File: src/sv/rcct_pkg.sv
// shared types, constants and helpers of the raycast column texturer
package rcct_pkg;

    localparam int DIST_W     = 26;
    localparam int FRAC_W     = 16;
    localparam int FACE_W     = 2;
    localparam int COLUMN_W   = 10;
    localparam int ROW_OUT_W  = 9;
    localparam int REGION_W   = 2;
    localparam int TEXIDX_W   = 6;
    localparam int TEXEL_W    = 22;
    localparam int COLOR_W    = 32;
    localparam int DEST_W     = 25;
    localparam int HEIGHT_W   = 16;
    localparam int STRIDE_W   = 16;
    localparam int FACTOR_W   = 15;
    localparam int POS_W      = 32;
    localparam int CFG_IDX_W  = 3;
    localparam int CFG_DATA_W = 32;

    localparam logic [HEIGHT_W-1:0] HEIGHT_MAX = 16'hFFFF;
    localparam logic [FACE_W-1:0]   FACE_SOUTH = 2'd2;

    localparam logic [REGION_W-1:0] REGION_CEILING = 2'd0;
    localparam logic [REGION_W-1:0] REGION_WALL    = 2'd1;
    localparam logic [REGION_W-1:0] REGION_FLOOR   = 2'd2;

    localparam logic MODE_SETUP = 1'b0;
    localparam logic MODE_ROW   = 1'b1;

    localparam logic [CFG_IDX_W-1:0] REG_CEILING_COLOR  = 3'd0;
    localparam logic [CFG_IDX_W-1:0] REG_FLOOR_COLOR    = 3'd1;
    localparam logic [CFG_IDX_W-1:0] REG_BIG_ENDIAN_OUT = 3'd2;
    localparam logic [CFG_IDX_W-1:0] REG_FRAME_STRIDE   = 3'd3;
    localparam logic [CFG_IDX_W-1:0] REG_TEXTURE_STRIDE = 3'd4;

    localparam logic [STRIDE_W-1:0] FRAME_STRIDE_RST   = 16'd4096;
    localparam logic [STRIDE_W-1:0] TEXTURE_STRIDE_RST = 16'd256;

    typedef struct packed {
        logic                mode;
        logic [DIST_W-1:0]   wall_dist;
        logic [FRAC_W-1:0]   hit_frac;
        logic [FACE_W-1:0]   face;
        logic [COLUMN_W-1:0] column;
    } item_t;

    typedef struct packed {
        logic [ROW_OUT_W-1:0] row;
        logic [REGION_W-1:0]  region;
        logic [TEXIDX_W-1:0]  tex_row;
        logic [TEXIDX_W-1:0]  tex_col;
        logic [FACE_W-1:0]    wall_face;
        logic [TEXEL_W-1:0]   texel_offset;
        logic [COLOR_W-1:0]   pixel_bytes;
        logic [DEST_W-1:0]    dest_offset;
        logic                 last;
    } pixel_t;

    typedef struct packed {
        logic busy;
        logic done;
    } div_status_t;

    typedef enum logic [2:0] {
        ST_IDLE,
        ST_DIV_H,
        ST_DIV_S,
        ST_POS,
        ST_POS_WR,
        ST_ROW_A,
        ST_ROW_B,
        ST_ROW_C
    } state_t;

    function automatic logic [COLOR_W-1:0] byte_swap(input logic [COLOR_W-1:0] v);
        return {v[7:0], v[15:8], v[23:16], v[31:24]};
    endfunction

endpackage

File: src/sv/rcct_stream_if.sv
// valid/ready stream channel carrying one payload struct
interface rcct_stream_if #(
    parameter type data_t = logic
);
    logic  valid;
    logic  ready;
    data_t data;

    modport source (output valid, output data, input ready);
    modport sink (input valid, input data, output ready);
endinterface

File: src/sv/rcct_div.sv
// iterative restoring divider, one quotient bit per cycle
module rcct_div
    import rcct_pkg::*;
#(
    parameter int NUM_W = 27,
    parameter int DEN_W = 26
) (
    input  logic             clk,
    input  logic             rst_n,
    input  logic             start,
    input  logic [NUM_W-1:0] num,
    input  logic [DEN_W-1:0] den,
    output logic [NUM_W-1:0] quo,
    output div_status_t      status
);

    localparam int CNT_W = (NUM_W > 1) ? $clog2(NUM_W) : 1;

    logic [DEN_W-1:0] rem_reg;
    logic [NUM_W-1:0] num_reg;
    logic [DEN_W-1:0] den_reg;
    logic [CNT_W-1:0] cnt_reg;
    logic             busy_reg;
    logic             done_reg;

    logic [DEN_W:0]   trial;
    logic             ge;
    logic [DEN_W:0]   diff;

    // shift next dividend bit into the partial remainder and try a subtract
    assign trial = {rem_reg, num_reg[NUM_W-1]};
    assign ge    = trial >= {1'b0, den_reg};
    assign diff  = trial - {1'b0, den_reg};

    always_ff @(posedge clk or negedge rst_n)
    begin
        if (!rst_n)
        begin
            busy_reg <= 1'b0;
            done_reg <= 1'b0;
            cnt_reg  <= '0;
        end
        else
        begin
            done_reg <= 1'b0;
            if (start)
            begin
                busy_reg <= 1'b1;
                cnt_reg  <= CNT_W'(NUM_W - 1);
            end
            else if (busy_reg)
            begin
                if (cnt_reg == '0)
                begin
                    busy_reg <= 1'b0;
                    done_reg <= 1'b1;
                end
                cnt_reg <= cnt_reg - 1'b1;
            end
        end
    end

    always_ff @(posedge clk)
    begin
        if (start)
        begin
            rem_reg <= '0;
            num_reg <= num;
            den_reg <= den;
        end
        else if (busy_reg)
        begin
            rem_reg <= ge ? diff[DEN_W-1:0] : trial[DEN_W-1:0];
            num_reg <= {num_reg[NUM_W-2:0], ge};
        end
    end

    assign quo         = num_reg;
    assign status.busy = busy_reg;
    assign status.done = done_reg;

endmodule

File: src/sv/rcct_mul.sv
// shared unsigned multiplier with registered product
module rcct_mul
    import rcct_pkg::*;
#(
    parameter int A_W = 16,
    parameter int B_W = 23
) (
    input  logic               clk,
    input  logic [A_W-1:0]     a,
    input  logic [B_W-1:0]     b,
    output logic [A_W+B_W-1:0] product
);

    logic [A_W+B_W-1:0] product_reg;

    always_ff @(posedge clk)
    begin
        product_reg <= (A_W+B_W)'(a) * (A_W+B_W)'(b);
    end

    assign product = product_reg;

endmodule

File: src/sv/raycast_column_texturer.sv
// top level of the textured raycaster wall column generator
//
// A setup transfer (mode 0) latches one ray hit and runs two divisions on one shared
// restoring divider, one quotient bit per cycle: the wall height ROWS*2^16/dist
// (saturating at 0xFFFF) and then the texture step TEX*2^16/height, followed by one pass
// through the shared multiplier for the starting texture position. The dividend width
// NUM_W is 26 for ROWS=512, TEX=64. A zero height skips the second division and the
// multiplier pass. A row transfer (mode 1) steps through ROW_A, ROW_B and ROW_C, with
// two passes through the shared multiplier (frame offset, then texel offset); the pixel
// is registered at the end of ROW_C once the output register is free, and the next input
// is taken once the sequencer is back in idle; ROW_C waits while the previous pixel is
// still unread. Row transfers past the last row give no pixel and leave the block idle.
// The input is taken only while the sequencer is idle, and a finished pixel waits in an
// output register, so a new input can be taken while that pixel is still unread.
// Configuration writes are to be made only while the block is idle; the block itself
// does not enforce this.
module raycast_column_texturer
    import rcct_pkg::*;
#(
    parameter int ROWS = 512,
    parameter int TEX  = 64
) (
    input  logic                  clk,
    input  logic                  rst_n,
    rcct_stream_if.sink           item,
    rcct_stream_if.source         pixel,
    input  logic                  cfg_we,
    input  logic [CFG_IDX_W-1:0]  cfg_index,
    input  logic [CFG_DATA_W-1:0] cfg_data
);

    // widths derived from the screen height and texture size
    localparam int CNT_W      = $clog2(ROWS + 1);
    localparam int ROW_W      = $clog2(ROWS);
    localparam int HALF_ROWS  = ROWS / 2;
    localparam int TC_W       = $clog2(TEX);
    localparam int TXB        = $clog2(TEX + 1);
    localparam int STEP_W     = TXB + 16;
    localparam int H_NUM_W    = $clog2(ROWS + 1) + 16;
    localparam int NUM_W      = (H_NUM_W > STEP_W) ? H_NUM_W : STEP_W;
    localparam int MUL_A_W    = 16;
    localparam int MUL_B_W    = (STEP_W > 16) ? STEP_W : 16;
    localparam int MUL_P_W    = MUL_A_W + MUL_B_W;
    localparam int FRAC_P_W   = FRAC_W + TXB;

    localparam logic [NUM_W-1:0]    NUM_HEIGHT = NUM_W'(ROWS) << 16;
    localparam logic [NUM_W-1:0]    NUM_STEP   = NUM_W'(TEX) << 16;
    localparam logic [CNT_W-1:0]    ROWS_CNT   = CNT_W'(ROWS);
    localparam logic [CNT_W-1:0]    LAST_ROW   = CNT_W'(ROWS - 1);
    localparam logic [HEIGHT_W-1:0] HALF_ROWS_H = HEIGHT_W'(HALF_ROWS);
    localparam logic [TC_W-1:0]     TEX_MAX    = TC_W'(TEX - 1);

    // configuration registers
    logic [COLOR_W-1:0]  ceiling_color_reg;
    logic [COLOR_W-1:0]  floor_color_reg;
    logic                big_endian_out_reg;
    logic [STRIDE_W-1:0] frame_stride_reg;
    logic [STRIDE_W-1:0] texture_stride_reg;

    // per column state
    state_t              state_reg;
    state_t              state_next;
    logic [COLUMN_W-1:0] col_reg;
    logic [FACE_W-1:0]   face_reg;
    logic [TC_W-1:0]     tex_col_reg;
    logic [HEIGHT_W-1:0] wall_height_reg;
    logic [ROW_W-1:0]    wall_start_reg;
    logic [FACTOR_W-1:0] factor_reg;
    logic [STEP_W-1:0]   tex_step_reg;
    logic [POS_W-1:0]    tex_pos_reg;
    logic [CNT_W-1:0]    row_count_reg;
    logic [DEST_W-1:0]   dest_part_reg;

    // output register
    logic                out_valid_reg;
    pixel_t              out_data_reg;
    pixel_t              out_data_next;

    // handshake and sequencing
    logic                in_fire;
    logic                out_free;
    logic                out_load;
    logic                row_open;

    // shared divider
    logic                div_start;
    logic [NUM_W-1:0]    div_num;
    logic [DIST_W-1:0]   div_den;
    logic [NUM_W-1:0]    div_quo;
    div_status_t         div_stat;

    // shared multiplier
    logic [MUL_A_W-1:0]  mul_a;
    logic [MUL_B_W-1:0]  mul_b;
    logic [MUL_P_W-1:0]  mul_p;

    // setup datapath
    logic                h_sat;
    logic [HEIGHT_W-1:0] h_next;
    logic [HEIGHT_W-1:0] half_h;
    logic                half_over;
    logic [FRAC_P_W-1:0] frac_prod;
    logic [TC_W-1:0]     tc_raw;
    logic [TC_W-1:0]     tc_next;

    // row datapath
    logic [HEIGHT_W:0]   wall_end;
    logic [HEIGHT_W:0]   y_ext;
    logic                in_ceiling;
    logic                in_floor;
    logic [TC_W-1:0]     trow;
    logic [COLOR_W-1:0]  color;

    assign in_fire  = item.valid && item.ready;
    assign out_free = !out_valid_reg || pixel.ready;
    assign row_open = row_count_reg < ROWS_CNT;

    rcct_div #(
        .NUM_W (NUM_W),
        .DEN_W (DIST_W)
    ) u_div (
        .clk    (clk),
        .rst_n  (rst_n),
        .start  (div_start),
        .num    (div_num),
        .den    (div_den),
        .quo    (div_quo),
        .status (div_stat)
    );

    rcct_mul #(
        .A_W (MUL_A_W),
        .B_W (MUL_B_W)
    ) u_mul (
        .clk     (clk),
        .a       (mul_a),
        .b       (mul_b),
        .product (mul_p)
    );

    // wall height from the first division, saturated
    assign h_sat     = |div_quo[NUM_W-1:16];
    assign h_next    = h_sat ? HEIGHT_MAX : div_quo[HEIGHT_W-1:0];
    assign half_h    = {1'b0, h_next[HEIGHT_W-1:1]};
    assign half_over = half_h >= HALF_ROWS_H;

    // texture column, mirrored on every face but south
    assign frac_prod = FRAC_P_W'(item.data.hit_frac) * FRAC_P_W'(TEX);
    assign tc_raw    = frac_prod[16 +: TC_W];
    assign tc_next   = (item.data.face != FACE_SOUTH) ? TEX_MAX - tc_raw : tc_raw;

    // next state
    always_comb
    begin
        state_next = state_reg;
        unique case (state_reg)
            ST_IDLE:
            begin
                if (in_fire)
                begin
                    if (item.data.mode == MODE_SETUP)
                        state_next = ST_DIV_H;
                    else if (row_open)
                        state_next = ST_ROW_A;
                end
            end
            ST_DIV_H:
            begin
                if (div_stat.done)
                    state_next = (h_next == '0) ? ST_IDLE : ST_DIV_S;
            end
            ST_DIV_S:
            begin
                if (div_stat.done)
                    state_next = ST_POS;
            end
            ST_POS:    state_next = ST_POS_WR;
            ST_POS_WR: state_next = ST_IDLE;
            ST_ROW_A:  state_next = ST_ROW_B;
            ST_ROW_B:  state_next = ST_ROW_C;
            ST_ROW_C:
            begin
                if (out_free)
                    state_next = ST_IDLE;
            end
            default:   state_next = ST_IDLE;
        endcase
    end

    // sequencer outputs: handshake, divider start, operand selection
    always_comb
    begin
        item.ready = 1'b0;
        div_start  = 1'b0;
        div_num    = NUM_STEP;
        div_den    = DIST_W'(h_next);
        mul_a      = texture_stride_reg;
        mul_b      = MUL_B_W'(trow);
        out_load   = 1'b0;
        unique case (state_reg)
            ST_IDLE:
            begin
                item.ready = 1'b1;
                div_num    = NUM_HEIGHT;
                div_den    = item.data.wall_dist;
                div_start  = in_fire && (item.data.mode == MODE_SETUP);
            end
            ST_DIV_H:
            begin
                div_start = div_stat.done && (h_next != '0);
            end
            ST_POS:
            begin
                mul_a = MUL_A_W'(factor_reg);
                mul_b = MUL_B_W'(tex_step_reg);
            end
            ST_ROW_A:
            begin
                mul_a = frame_stride_reg;
                mul_b = MUL_B_W'(row_count_reg);
            end
            ST_ROW_C:
            begin
                out_load = out_free;
            end
            default:
            begin
            end
        endcase
    end

    // region of the current row and clamped texture row
    assign y_ext      = (HEIGHT_W+1)'(row_count_reg);
    assign wall_end   = (HEIGHT_W+1)'(wall_start_reg) + (HEIGHT_W+1)'(wall_height_reg);
    assign in_ceiling = y_ext < (HEIGHT_W+1)'(wall_start_reg);
    assign in_floor   = y_ext >= wall_end;
    assign trow       = (tex_pos_reg[POS_W-1:16] > HEIGHT_W'(TEX - 1)) ? TEX_MAX
                      : tex_pos_reg[16 +: TC_W];
    assign color      = in_ceiling ? ceiling_color_reg : floor_color_reg;

    // pixel assembly; the multiplier holds the texel row product here
    always_comb
    begin
        out_data_next              = '0;
        out_data_next.row          = ROW_OUT_W'(row_count_reg);
        out_data_next.wall_face    = face_reg;
        out_data_next.dest_offset  = dest_part_reg + DEST_W'({col_reg, 2'b00});
        out_data_next.last         = row_count_reg == LAST_ROW;
        if (in_ceiling || in_floor)
        begin
            out_data_next.region      = in_ceiling ? REGION_CEILING : REGION_FLOOR;
            out_data_next.pixel_bytes = big_endian_out_reg ? byte_swap(color) : color;
        end
        else
        begin
            out_data_next.region       = REGION_WALL;
            out_data_next.tex_row      = TEXIDX_W'(trow);
            out_data_next.tex_col      = TEXIDX_W'(tex_col_reg);
            out_data_next.texel_offset = mul_p[TEXEL_W-1:0] + TEXEL_W'({tex_col_reg, 2'b00});
        end
    end

    // configuration writes
    always_ff @(posedge clk or negedge rst_n)
    begin
        if (!rst_n)
        begin
            ceiling_color_reg  <= '0;
            floor_color_reg    <= '0;
            big_endian_out_reg <= 1'b0;
            frame_stride_reg   <= FRAME_STRIDE_RST;
            texture_stride_reg <= TEXTURE_STRIDE_RST;
        end
        else if (cfg_we)
        begin
            unique case (cfg_index)
                REG_CEILING_COLOR:  ceiling_color_reg  <= cfg_data;
                REG_FLOOR_COLOR:    floor_color_reg    <= cfg_data;
                REG_BIG_ENDIAN_OUT: big_endian_out_reg <= cfg_data[0];
                REG_FRAME_STRIDE:   frame_stride_reg   <= cfg_data[STRIDE_W-1:0];
                REG_TEXTURE_STRIDE: texture_stride_reg <= cfg_data[STRIDE_W-1:0];
                default:
                begin
                end
            endcase
        end
    end

    // column state and sequencer
    always_ff @(posedge clk or negedge rst_n)
    begin
        if (!rst_n)
        begin
            state_reg       <= ST_IDLE;
            col_reg         <= '0;
            face_reg        <= '0;
            tex_col_reg     <= '0;
            wall_height_reg <= '0;
            wall_start_reg  <= '0;
            factor_reg      <= '0;
            tex_step_reg    <= '0;
            tex_pos_reg     <= '0;
            row_count_reg   <= '0;
            out_valid_reg   <= 1'b0;
        end
        else
        begin
            state_reg <= state_next;

            // setup transfer: latch the hit and restart the column
            if (state_reg == ST_IDLE && in_fire && item.data.mode == MODE_SETUP)
            begin
                col_reg       <= item.data.column;
                face_reg      <= item.data.face;
                tex_col_reg   <= tc_next;
                row_count_reg <= '0;
            end

            // height known: centre the wall, clamp the start at the top row
            if (state_reg == ST_DIV_H && div_stat.done)
            begin
                wall_height_reg <= h_next;
                wall_start_reg  <= half_over ? '0 : ROW_W'(HALF_ROWS_H - half_h);
                factor_reg      <= half_over ? FACTOR_W'(half_h - HALF_ROWS_H) : '0;
                if (h_next == '0)
                begin
                    tex_step_reg <= '0;
                    tex_pos_reg  <= '0;
                end
            end

            if (state_reg == ST_DIV_S && div_stat.done)
                tex_step_reg <= div_quo[STEP_W-1:0];

            // skipped rows above the screen, in texture position units
            if (state_reg == ST_POS_WR)
                tex_pos_reg <= mul_p[POS_W-1:0];

            if (out_load)
            begin
                row_count_reg <= row_count_reg + 1'b1;
                if (!in_ceiling && !in_floor)
                    tex_pos_reg <= tex_pos_reg + POS_W'(tex_step_reg);
            end

            if (out_load)
                out_valid_reg <= 1'b1;
            else if (pixel.ready)
                out_valid_reg <= 1'b0;
        end
    end

    always_ff @(posedge clk)
    begin
        if (state_reg == ST_ROW_B)
            dest_part_reg <= mul_p[DEST_W-1:0];
        if (out_load)
            out_data_reg <= out_data_next;
    end

    assign pixel.valid = out_valid_reg;
    assign pixel.data  = out_data_reg;

    // a new pixel only ever comes from the last row step
    a_pixel_from_row: assert property (@(posedge clk) disable iff (!rst_n)
        $rose(pixel.valid) |-> $past(state_reg) == ST_ROW_C)
        else $error("pixel appeared outside the row step");

    // the divider only runs while the sequencer waits on it
    a_div_in_div_state: assert property (@(posedge clk) disable iff (!rst_n)
        div_stat.busy |-> (state_reg == ST_DIV_H || state_reg == ST_DIV_S))
        else $error("divider busy outside a division state");

    // the row counter stops at the bottom of the screen
    a_row_count_bound: assert property (@(posedge clk) disable iff (!rst_n)
        out_load |=> row_count_reg <= ROWS_CNT && row_count_reg != '0)
        else $error("row counter out of range after a pixel");

endmodule

File: src/flat_wrapper.sv
// flat-port wrapper written by rule: the top's interface ports become plain ports
module raycast_column_texturer_flat import rcct_pkg::*;
#(
    parameter int ROWS = 512,
    parameter int TEX  = 64
)
  (clk, rst_n, cfg_we, cfg_index, cfg_data, item_valid, item_data, item_ready, pixel_valid, pixel_data, pixel_ready);
  rcct_stream_if #(.data_t(item_t)) item_i ();
  rcct_stream_if #(.data_t(pixel_t)) pixel_i ();
  input  logic clk;
  input  logic rst_n;
  input  logic cfg_we;
  input  logic [CFG_IDX_W-1:0] cfg_index;
  input  logic [CFG_DATA_W-1:0] cfg_data;
  input wire logic [$bits(item_i.valid)-1:0] item_valid;
  input wire logic [$bits(item_i.data)-1:0] item_data;
  output wire logic [$bits(item_i.ready)-1:0] item_ready;
  output wire logic [$bits(pixel_i.valid)-1:0] pixel_valid;
  output wire logic [$bits(pixel_i.data)-1:0] pixel_data;
  input wire logic [$bits(pixel_i.ready)-1:0] pixel_ready;
  assign item_i.valid = item_valid;
  assign item_i.data = item_data;
  assign item_ready = item_i.ready;
  assign pixel_valid = pixel_i.valid;
  assign pixel_data = pixel_i.data;
  assign pixel_i.ready = pixel_ready;
  raycast_column_texturer #(.ROWS(ROWS), .TEX(TEX)) u_core (.clk(clk), .rst_n(rst_n), .item(item_i), .pixel(pixel_i), .cfg_we(cfg_we), .cfg_index(cfg_index), .cfg_data(cfg_data));
endmodule
File: config.mk
export PLATFORM = sky130hd
export DESIGN_NAME = raycast_column_texturer_flat
export DESIGN_NICKNAME = d
export VERILOG_FILES = /design/src/sv/rcct_pkg.sv /design/src/sv/rcct_stream_if.sv /design/src/sv/rcct_div.sv /design/src/sv/rcct_mul.sv /design/src/sv/raycast_column_texturer.sv /design/src/flat_wrapper.sv
export SDC_FILE = /design/constraint.sdc
export NUM_CORES = 2
export LEC_CHECK = 0
export BUFFER_PORTS_ARGS = -buffer_cell sky130_fd_sc_hd__buf_2
export CORE_ASPECT_RATIO = 1.25
export CORE_UTILIZATION = 63
export DETAILED_ROUTE_END_ITERATION = 16
export PLACE_DENSITY = 0.82
export RECOVER_POWER = 50
export REMOVE_ABC_BUFFERS = 1
export SYNTH_ARGS = -nofsm -noshare
export SYNTH_HDL_FRONTEND = slang
export SYNTH_SLANG_ARGS = --single-unit
File: constraint.sdc
create_clock -name clk -period 9.5 [get_ports clk]
set_input_delay 2.375 -clock clk [delete_from_list [all_inputs] [get_ports clk]]
set_output_delay 2.375 -clock clk [all_outputs]
set_load 0.05 [all_outputs]
==> results.md <==
* Status: finished with violations
* Failing checks: capacitance limit, slew limit
* Critical Path Slowest Stage Cell: dfrtp_1
* Max reg flops at 105
* Worst path required time at 9980 ps
* Ys async rst share at 49.0%
* CTS sink cnt at 471
* Fin crit period at 8680 ps
* Max stage delay on crit path at 620 ps
* Wire per inst at 19.9 µm
* Clock Pin Slew Worst Setup and Hold Paths at 70 ps
* Top_reg_cell synth: dfrtp_1
* I/O pins at 202
* Post CTS Setup Buffer Count at 0
* CP most frequent cell: fa_1
* First DRT Iteration DRCs at 1755
* Crit. End Element: flip-flop
* Post-synth EDFFs at 182
* Detailed Routing Iterations Pass 1 at 5
* Skew-Pair Late Insertion Delay at 620 ps
* Max Cap Viol at 8
* DR vias at 25600
* Synth Cell Area at 33900 µm²
* Setup violators final at 0
* Arr. time, crit path at 9150 ps
* First-pass GRT wire length at 134 mm
* Number of port buffers at 191
* Die area at 54800 µm²
* Total wire length at 84.2 mm
* Die X at 210 µm
* Slew Limit Headroom at -201%
* Setup tns final at 0 ps
* Seq/Total Area, Yosys at 36.6%
* Hold crit path type: flip-flop to flip-flop
* Yosys warns at 0
* CTS buffer count at 47
* Total gr overflow at 0
* Die span in y at 261 µm
* Vias in the first global route at 25800
* Cell variety after synth at 93
* Fin crit share at 91.3%
* Post-DRT Antenna Nets at 0
* Synth Register Bits at 471
* Fin Hold WS at 422 ps
* Core Area at 52900 µm²
* # hold bufs at CTS at 0
* Fin. max-slew vios at 397
* CTS Root Buffer Type: clkbuf_16
* Fmax at 0.115 GHz
* Startpoint Class: flip-flop
* Cell Rows at 94
* Starting density of the core at 64.1%
* RSZ-0062 raised after global routing: false
* Most common cell after layout, fill and taps aside: inv_1
* Most frequent cells in the layout: 418 x inv_1, 411 x nand2_1, 298 x nor2_1
* Largest net degree at the start of global routing at 84
* PostCTS Resize Cnt at 0
* CP Class: flip-flop to flip-flop
* Gr usage total at 31.4%
* TritonCTS clock tree: done
* Htree depth at 2
* Nets at 4079
* Dpl hpwl at 61.9 mm
* Number of vias per cell at 6.04
* Placer Congestion at 0.971
* Critical Path Fanout Max at 15
* Fin util at 70.5%
* Worst-margin pin slew at 4520 ps
* Clock tree buffer depth at 3
* Syn Inst Count at 3374
* Remaining DRCs at 0
* Syn Area/Cell at 10.1 µm²
* Hold Vio Cnt, Final at 0
* Area grow syn2layout at 9.93%
* Initial antenna violation count at 0
* DP Cell Count at 4152
* Fraction of layout cells with a size suffix above 1 at 14.0%
* Clock Skew at 31.5 ps
* Finished Layout Cells at 4242
## final timing paths
check                      cells after the start                  endpoint  slack (ps)                    start
max                                           28  u_core.u_mul.product[31]         820      u_core.state_reg[2]
min                                            0      u_core.pixel.data[2]         420  u_core.dest_part_reg[1]
max reg2reg                                   28  u_core.u_mul.product[31]         820      u_core.state_reg[2]
min reg2reg                                    0      u_core.pixel.data[2]         420  u_core.dest_part_reg[1]
max in group asynchronous                      3     u_core.factor_reg[14]        2260                    rst_n
min in group asynchronous                      1    u_core.tex_pos_reg[25]        3380                    rst_n
## worst max-delay path: cells and delay by family (launching register included)
kind | cells | cell delay [ps]
adder cells (fa/ha/maj) | 7 | 3230
AO/OA/AOI/OAI | 7 | 2270
AND/OR/NAND/NOR | 6 | 1450
buffers and inverters | 7 | 800
flip-flops | 1 | 620
XOR/XNOR | 1 | 120
## kinds of logic after synthesis
group	Yosys count	synth area share [%]
mux	144	5.84
flops	471	36.6
other cells	2	0.0221
xor+xnor	132	3.41
buf+inv	572	6.43
compound gates	546	10.6
fa+ha+maj	455	22.9
simple gates	1052	14.2
## cell usage after synthesis (all sizes together), types with 6 or more instances
master,instances,area (µm²)
nand3,61,310
fa,278,5570
nand4,14,87.6
and3,19,119
o21ai,152,764
nand2b,23,151
a21boi,6,45.0
xnor2,86,753
or3,15,98.8
nand2,412,1550
a21oi,111,559
a211oi,21,163
a31oi,34,213
o22ai,6,37.5
mux4,32,721
o211ai,9,67.6
a21o,41,308
a211o,7,61.3
nand3b,8,60.1
clkbuf,123,462
a221o,23,230
o21a,17,128
xor2,46,403
dfxtp,58,1160
and2,112,701
mux2,110,1240
o21bai,14,105
edfxtp,182,5470
dfrtp,229,5730
nor3,29,150
or2,7,43.8
a22o,8,70.1
nor2b,16,100
a221oi,32,287
nor2,300,1140
inv,421,1580
o31ai,27,203
buf,28,138
ha,177,2210
nor4,7,43.8
## cell type report
type                       instances  area [µm²]
antenna                            2        5.00
clock buffer                      65        1370
clock inverter                    23         327
fill                            3818       15600
inverter                         421        1580
multi-input combinational       2335       19400
sequential                       471       12400
tap                              672         841
timing repair buffer             253        1390
## per-stage QoR
stage / cell area [µm²] / setup slack, ps
after detailed placement: 35700 / 918
after floorplan: 33300 / 389
after CTS: 37400 / 902
after global placement: 35700 / 1060
after global routing: 37300 / 359
final: 37300 / 823
## routing by layer
layer	vias to the layer above	track usage (%)	wire length (µm)
met2	1119	54.8	41900
met1	12600	37.9	31700
li1	11600	-	-
met5	-	0	0
met3	266	5.65	6400
met4	0	15.1	4220
Power is left out: the tool's default activity adds up to more than one toggle a clock period on the data nets, which glitch-free logic cannot reach.
